**config.mk**
```make
export PLATFORM = sky130hd
export DESIGN_NAME = ambs_chan
export DESIGN_NICKNAME = d
export VERILOG_FILES = /design/src/hw/rtl/ambs_pkg.sv /design/src/hw/rtl/ambs_chan.sv
export SDC_FILE = /design/constraint.sdc
export NUM_CORES = 1
export LEC_CHECK = 0
export ABC_AREA = 1
export ABC_CLOCK_PERIOD_IN_PS = 4300
export BUFFER_PORTS_ARGS = -buffer_cell sky130_fd_sc_hd__buf_2
export CAP_MARGIN = 20
export CORE_ASPECT_RATIO = 0.5
export CORE_MARGIN = 1.5
export CORE_UTILIZATION = 40
export DETAILED_ROUTE_END_ITERATION = 6
export GPL_ROUTABILITY_DRIVEN = 0
export PLACE_DENSITY = 0.57
export SLEW_MARGIN = 40
export SYNTH_ARGS = -nofsm -noshare
export SYNTH_HDL_FRONTEND = slang
export SYNTH_SLANG_ARGS = --single-unit
```
**constraint.sdc**
```tcl
create_clock -name vclk -period 4.3
set_input_delay 0.43 -clock vclk [all_inputs]
set_output_delay 0.43 -clock vclk [all_outputs]
set_load 0.01 [all_outputs]
```
**src/hw/rtl/ambs_pkg.sv**
```systemverilog
// types, constants and helpers of the approximate-median background subtractor
package ambs_pkg;

	localparam int unsigned FRAME_PIXELS = 1048576;
	localparam int unsigned FRACTION_BITS = 4;

	localparam int unsigned IDX_W = 20;
	localparam int unsigned ADDR_W = $clog2(FRAME_PIXELS);
	localparam int unsigned PIX_W = 8;
	localparam int unsigned FRAC_W = FRACTION_BITS;
	localparam int unsigned FIX_W = PIX_W + FRAC_W;
	localparam int unsigned CH_N = 3;
	localparam int unsigned CFG_W = 12;
	localparam int unsigned CFG_IDX_W = 2;
	localparam int unsigned MODE_W = 2;
	localparam int unsigned SUM_W = (FIX_W > CFG_W ? FIX_W : CFG_W) + 1;

	// stream word layout
	localparam int unsigned IN_FIELDS_W = IDX_W + 3 * PIX_W + 1;
	localparam int unsigned IN_TDATA_W = ((IN_FIELDS_W + 7) / 8) * 8;
	localparam int unsigned OUT_FIELDS_W = 1 + IDX_W;
	localparam int unsigned OUT_TDATA_W = ((OUT_FIELDS_W + 7) / 8) * 8;

	// luma conversion
	localparam int unsigned Y_SHIFT = 14;
	localparam int unsigned GRAY_SUM_W = PIX_W + Y_SHIFT;
	localparam logic [GRAY_SUM_W-1:0] B2Y = GRAY_SUM_W'(1868);
	localparam logic [GRAY_SUM_W-1:0] G2Y = GRAY_SUM_W'(9617);
	localparam logic [GRAY_SUM_W-1:0] R2Y = GRAY_SUM_W'(4899);

	// largest background value, 255 in fixed point
	localparam logic [FIX_W-1:0] FIX_TOP = FIX_W'((1 << FIX_W) - (1 << FRAC_W));

	localparam logic OP_LOAD = 1'b0;
	localparam logic OP_DETECT = 1'b1;

	localparam logic [MODE_W-1:0] MODE_GRAY = 2'd0;
	localparam logic [MODE_W-1:0] MODE_BGR = 2'd1;
	localparam logic [MODE_W-1:0] MODE_COLOR = 2'd2;
	localparam logic [MODE_W-1:0] MODE_UNUSED = 2'd3;

	localparam logic [CFG_IDX_W-1:0] REG_THRESHOLD = 2'd0;
	localparam logic [CFG_IDX_W-1:0] REG_ADAPT_STEP = 2'd1;
	localparam logic [CFG_IDX_W-1:0] REG_PIXEL_MODE = 2'd2;

	localparam logic [CFG_W-1:0] THRESHOLD_RST = CFG_W'(480);
	localparam logic [CFG_W-1:0] ADAPT_STEP_RST = CFG_W'(16);
	localparam logic [MODE_W-1:0] PIXEL_MODE_RST = MODE_GRAY;

	typedef logic [CH_N-1:0][FIX_W-1:0] chan_vec_t;

	function automatic logic [FIX_W-1:0] to_fix(input logic [PIX_W-1:0] p);
		return FIX_W'(p) << FRAC_W;
	endfunction

endpackage

```
**src/hw/rtl/ambs_chan.sv**
```systemverilog
// per-channel compare against the background and one adaption step with clamping
module ambs_chan (
	input  logic [ambs_pkg::FIX_W-1:0] pix,
	input  logic [ambs_pkg::FIX_W-1:0] bg,
	input  logic [ambs_pkg::CFG_W-1:0] threshold,
	input  logic [ambs_pkg::CFG_W-1:0] step,
	output logic                       fg,
	output logic [ambs_pkg::FIX_W-1:0] nb
);
	import ambs_pkg::*;

	logic [FIX_W-1:0] diff;
	logic [SUM_W-1:0] bg_ext;
	logic [SUM_W-1:0] step_ext;
	logic [SUM_W-1:0] moved;

	assign diff = (pix > bg) ? (pix - bg) : (bg - pix);
	assign fg = SUM_W'(diff) > SUM_W'(threshold);

	assign bg_ext = SUM_W'(bg);
	assign step_ext = SUM_W'(step);

	always_comb begin
		if (bg < pix) begin
			moved = bg_ext + step_ext;
		end else if (bg > pix) begin
			// stepping below zero clamps to zero
			moved = (bg_ext >= step_ext) ? (bg_ext - step_ext) : '0;
		end else begin
			moved = bg_ext;
		end
		nb = (moved > SUM_W'(FIX_TOP)) ? FIX_TOP : moved[FIX_W-1:0];
	end

endmodule

```
# Word level (Yosys, flattened, before mapping)
# Cells that the tools add are included.
word_totals:
  output_inout_bits: 13
  regBits: 0
  elab_cells: 15
op_classes:
  magnitude_cmp: 6
  addsub: 4
  mux: 5
op_table:
  columns: ["op", "n"]
  rows:
  - ["$mux 13", 3]
  - ["$gt 12x12->1", 3]
  - ["$mux 12", 2]
  - ["$sub 12x12->12", 2]
  - ["$add 12x12->13", 1]
  - ["$gt 13x12->1 const B", 1]
  - ["$sub 12x12->13", 1]
  - ["$ge 12x12->1", 1]
  - ["$lt 12x12->1", 1]

# Logic depth before layout (Yosys ltp)
logic_depth:
  ltp_word: 6
  depth_mapped: 20
  depth_no_buf: 20

# Least setup slack after synthesis
# Ideal clock, no wire load.
synth_path:
  path_kind: "input-to-output"
  start: "input pix[0] (netlist name)"
  end: "output fg"
  path_stages: 15
  arrival_time_ns: 2.796
  slack_ns: 1.074
  required_ns: 3.870
  cell_sequence: "inv_1 ha_1 inv_1 fa_1 a21oi_1 o211ai_1 nand2_1 buf_2 o21ai_0 xnor2_1 inv_1 ha_1 a21oi_1 a21oi_1 o32a_1"
synth_between:
  elab_chain_cells: 3
synth_rtl:
  columns: ["element", "line_no", "source"]
  rows:
  - ["start: declaration", "ambs_chan.sv:3", "input logic [ambs_pkg::FIX_W-1:0] pix,"]
  - ["$sub 12x12->12 / $gt 12x12->1 (equally long branches)", "ambs_chan.sv:17", "assign diff = (pix > bg) ? (pix - bg) : (bg - pix);"]
  - ["$mux 12 (*)", "ambs_chan.sv:17", null]
  - ["$gt 12x12->1 (*)", "ambs_chan.sv:18", "assign fg = SUM_W'(diff) > SUM_W'(threshold);"]
  - ["end: declaration", "ambs_chan.sv:7", "output logic fg,"]
# Mark *: on every way between the ends. The rest lies on a longest branch, timed or not.

# Worst setup path in the final report
# Ends and elaborated chain as after synthesis.

==> results.py <==
metrics = {
    "status": {
        "status": "completed",
    },
    "die": {
        "chipWidth_um": 136.7,
        "initial_core_util": 0.4121,
        "dieArea_um2": 9550,
        "io_pins": 61,
        "core-area_um2": 8678,
        "rows": 24,
        "die_y_um": 69.86,
    },
    "sta": {
        "hold_violations": 0,
        "final.period_utilization": 0.8971,
        "maxSlewViolCount": 0,
        "fin_crit_ps": 3857,
        "clock.fmax_ghz": 0.2592,
        "setup_viol": 0,
        "maxSlewHeadroom": 0.6782,
        "rsz0062_at_grt": "false",
        "worstMarginPinSlew_ps": 482.7,
        "finalSetupTns_ps": 0,
    },
    "global_route": {
        "grt_pass1_wl_um": 17390,
        "grt_max_degree": 15,
        "grt_overflow_total": 0,
        "grt_pass1_vias": 3685,
        "grt_antenna_before_repair": 0,
        "grtUsageTotal": 0.2196,
    },
    "worst_setup_path": {
        "cp-end-kind": "output pin",
        "cp_data_arrival_time_ps": 3430,
        "cp.required_ps": 3870,
        "crit_type": "input pin to output pin",
        "cp_max_fo": 13,
        "crit_path_start_kind": "input pin",
    },
    "logic_synthesis": {
        "post-synth-top-count-cell": "nand2_1",
        "synth.area.top_cells": "ha_1, nand2_1, inv_1, a21oi_1, nand3_1",
        "netlist.top_cell.by_area": "ha_1",
        "synthCells": 637,
        "synthTopCellsByCount": "nand2_1, inv_1, ha_1",
        "ys_seq_area_frac": 0,
        "synthesis.nets": 749,
        "yosysWarnings": 0,
        "syn_avg_cell_area_um2": 5.614,
        "syn-cell-area_um2": 3576,
        "synth_cell_types": 41,
        "synth.top_cell.area_share": 0.2099,
    },
    "clocking": {
        "post_cts_buffers": 0,
        "cts-resized-gates": 0,
        "hold_buffers": 0,
    },
    "routing": {
        "drtIter0Drc": 237,
        "drtAntennaViolNets": 0,
        "wire_per_inst_um": 12.90,
        "viasPerCell": 4.899,
        "first_pass_iters": 5,
        "vias": 3929,
        "drc": 0,
        "totalWireLength_um": 10340,
    },
    "final_layout": {
        "fin_area_um2": 3938,
        "final_cells": 802,
        "area.growth.synth_to_final_pct": 10.11,
        "design.seq.count": 0,
        "nets": 799,
        "drive_above_1_share": 0.1401,
        "seq_area_um2": 0,
        "antenna_cells": 0,
        "clkbuf_count": 0,
    },
    "placed_design": {
        "place_inst": 802,
        "post-dp-hpwl_um": 9072,
        "portBuffers": 61,
        "place_area_um2": 3938,
    },
    "min_path": {
        "hold_class": "input pin to output pin",
        "holdPathEnd": "nb[0]",
        "min_path_cells": 5,
        "holdCritStartpoint": "bg[0]",
    },
    "power_and_ir_drop": {
        "power_density_nw_per_um2": 167.4,
        "power_leakage_nw": 2.437,
        "vdd_drop_max_uv": 72.17,
    },
    "flow_run": {
        "drv_cap": 0,
    },
}
[report_power, final]
part / leakage [nW] / switching, W / internal, W
Clock: 0 / 0 / 0
Combinational: 2.44 / 0.000415 / 0.000244
Sequential: 0 / 0 / 0
Total: 2.44 / 0.000415 / 0.000244
[cell type report]
class | count | area [um2]
Fill cell | 983 | 4741
Multi-Input combinational cell | 488 | 2965
Timing Repair Buffer | 62 | 312.8
Inverter | 135 | 513.0
Tap cell | 117 | 146.4
[worst max-delay path by stage]
stage | cells after the start | startpoint | slack, ps | to
5_1_grt | 18 | pix[0] | 260 | fg
2_1_floorplan | 15 | pix[0] | 1070 | fg
3_3_place_gp | 16 | bg[1] | 510 | fg
6_report | 17 | pix[0] | 440 | fg
4_1_cts | 17 | pix[0] | 510 | fg
3_5_place_dp | 17 | pix[0] | 510 | fg
[placed cells by master, fill, tap and decap left out, types with 2 or more instances in the layout]
cell	Yosys	routed
nor3_1	5	5
inv_4	2	2
o311ai_0	3	3
a21boi_0	2	2
nor2_1	50	50
o211ai_1	2	2
nand2_4	3	3
inv_1	126	126
xor2_1	20	20
ha_1	60	60
nand3_4	2	2
a21oi_1	48	48
buf_2	6	61
o21ai_0	16	16
a21oi_2	2	2
nor2_4	2	2
nand2_1	174	174
nand4_1	7	7
nand3_1	43	43
nor2_2	6	6
fa_1	4	4
inv_2	5	5
a21o_1	3	3
o21bai_1	7	7
nand2_2	7	7
nand3b_1	5	5
xnor2_1	4	4
a221oi_1	2	2
a31oi_1	3	3
[through the flow]
step | util | power [W] | worst slack (ps) | hold WS, ps
finish | 0.4537 | 0.0006590 | 442.5 | 1411
global route | 0.4537 | 0.0007499 | 263.0 | 1464
CTS | 0.4537 | 0.0006586 | 507.3 | 1416
detailed placement | 0.4537 | 0.0006557 | 511.8 | 1416
global placement | 0.4537 | 0.0006582 | 513.9 | 1419
floorplan | - | 0.0004841 | 1074 | 1172
[kinds of logic (layout without fill, tap and decap cells)]
group | Yosys count | after routing | synth area share
simple gates | 307 | 307 | 0.3835
buf+inv | 149 | 197 | 0.1707
compound gates | 93 | 93 | 0.1547
fa+ha+maj | 64 | 64 | 0.2323
xor+xnor | 24 | 24 | 0.05878
[worst max-delay path: stages]
cell      delay [ps]
buf_2            100
inv_1             50
ha_1             170
inv_1             80
fa_1             450
a21oi_1          270
o211ai_1         150
nand2_1          110
buf_4            200
o21ai_0          130
xnor2_1          250
inv_1             70
ha_1             310
a21oi_1          150
a21oi_1           80
o32a_1           280
buf_2            140
[routing by layer]
metal,track usage,share of wire
met1,0.3307,0.53
met3,0.005084,0.029
met5,0,0
met4,0.01891,0.0056
met2,0.3601,0.44
No activity file was read; power rests on OpenSTA's default activity.
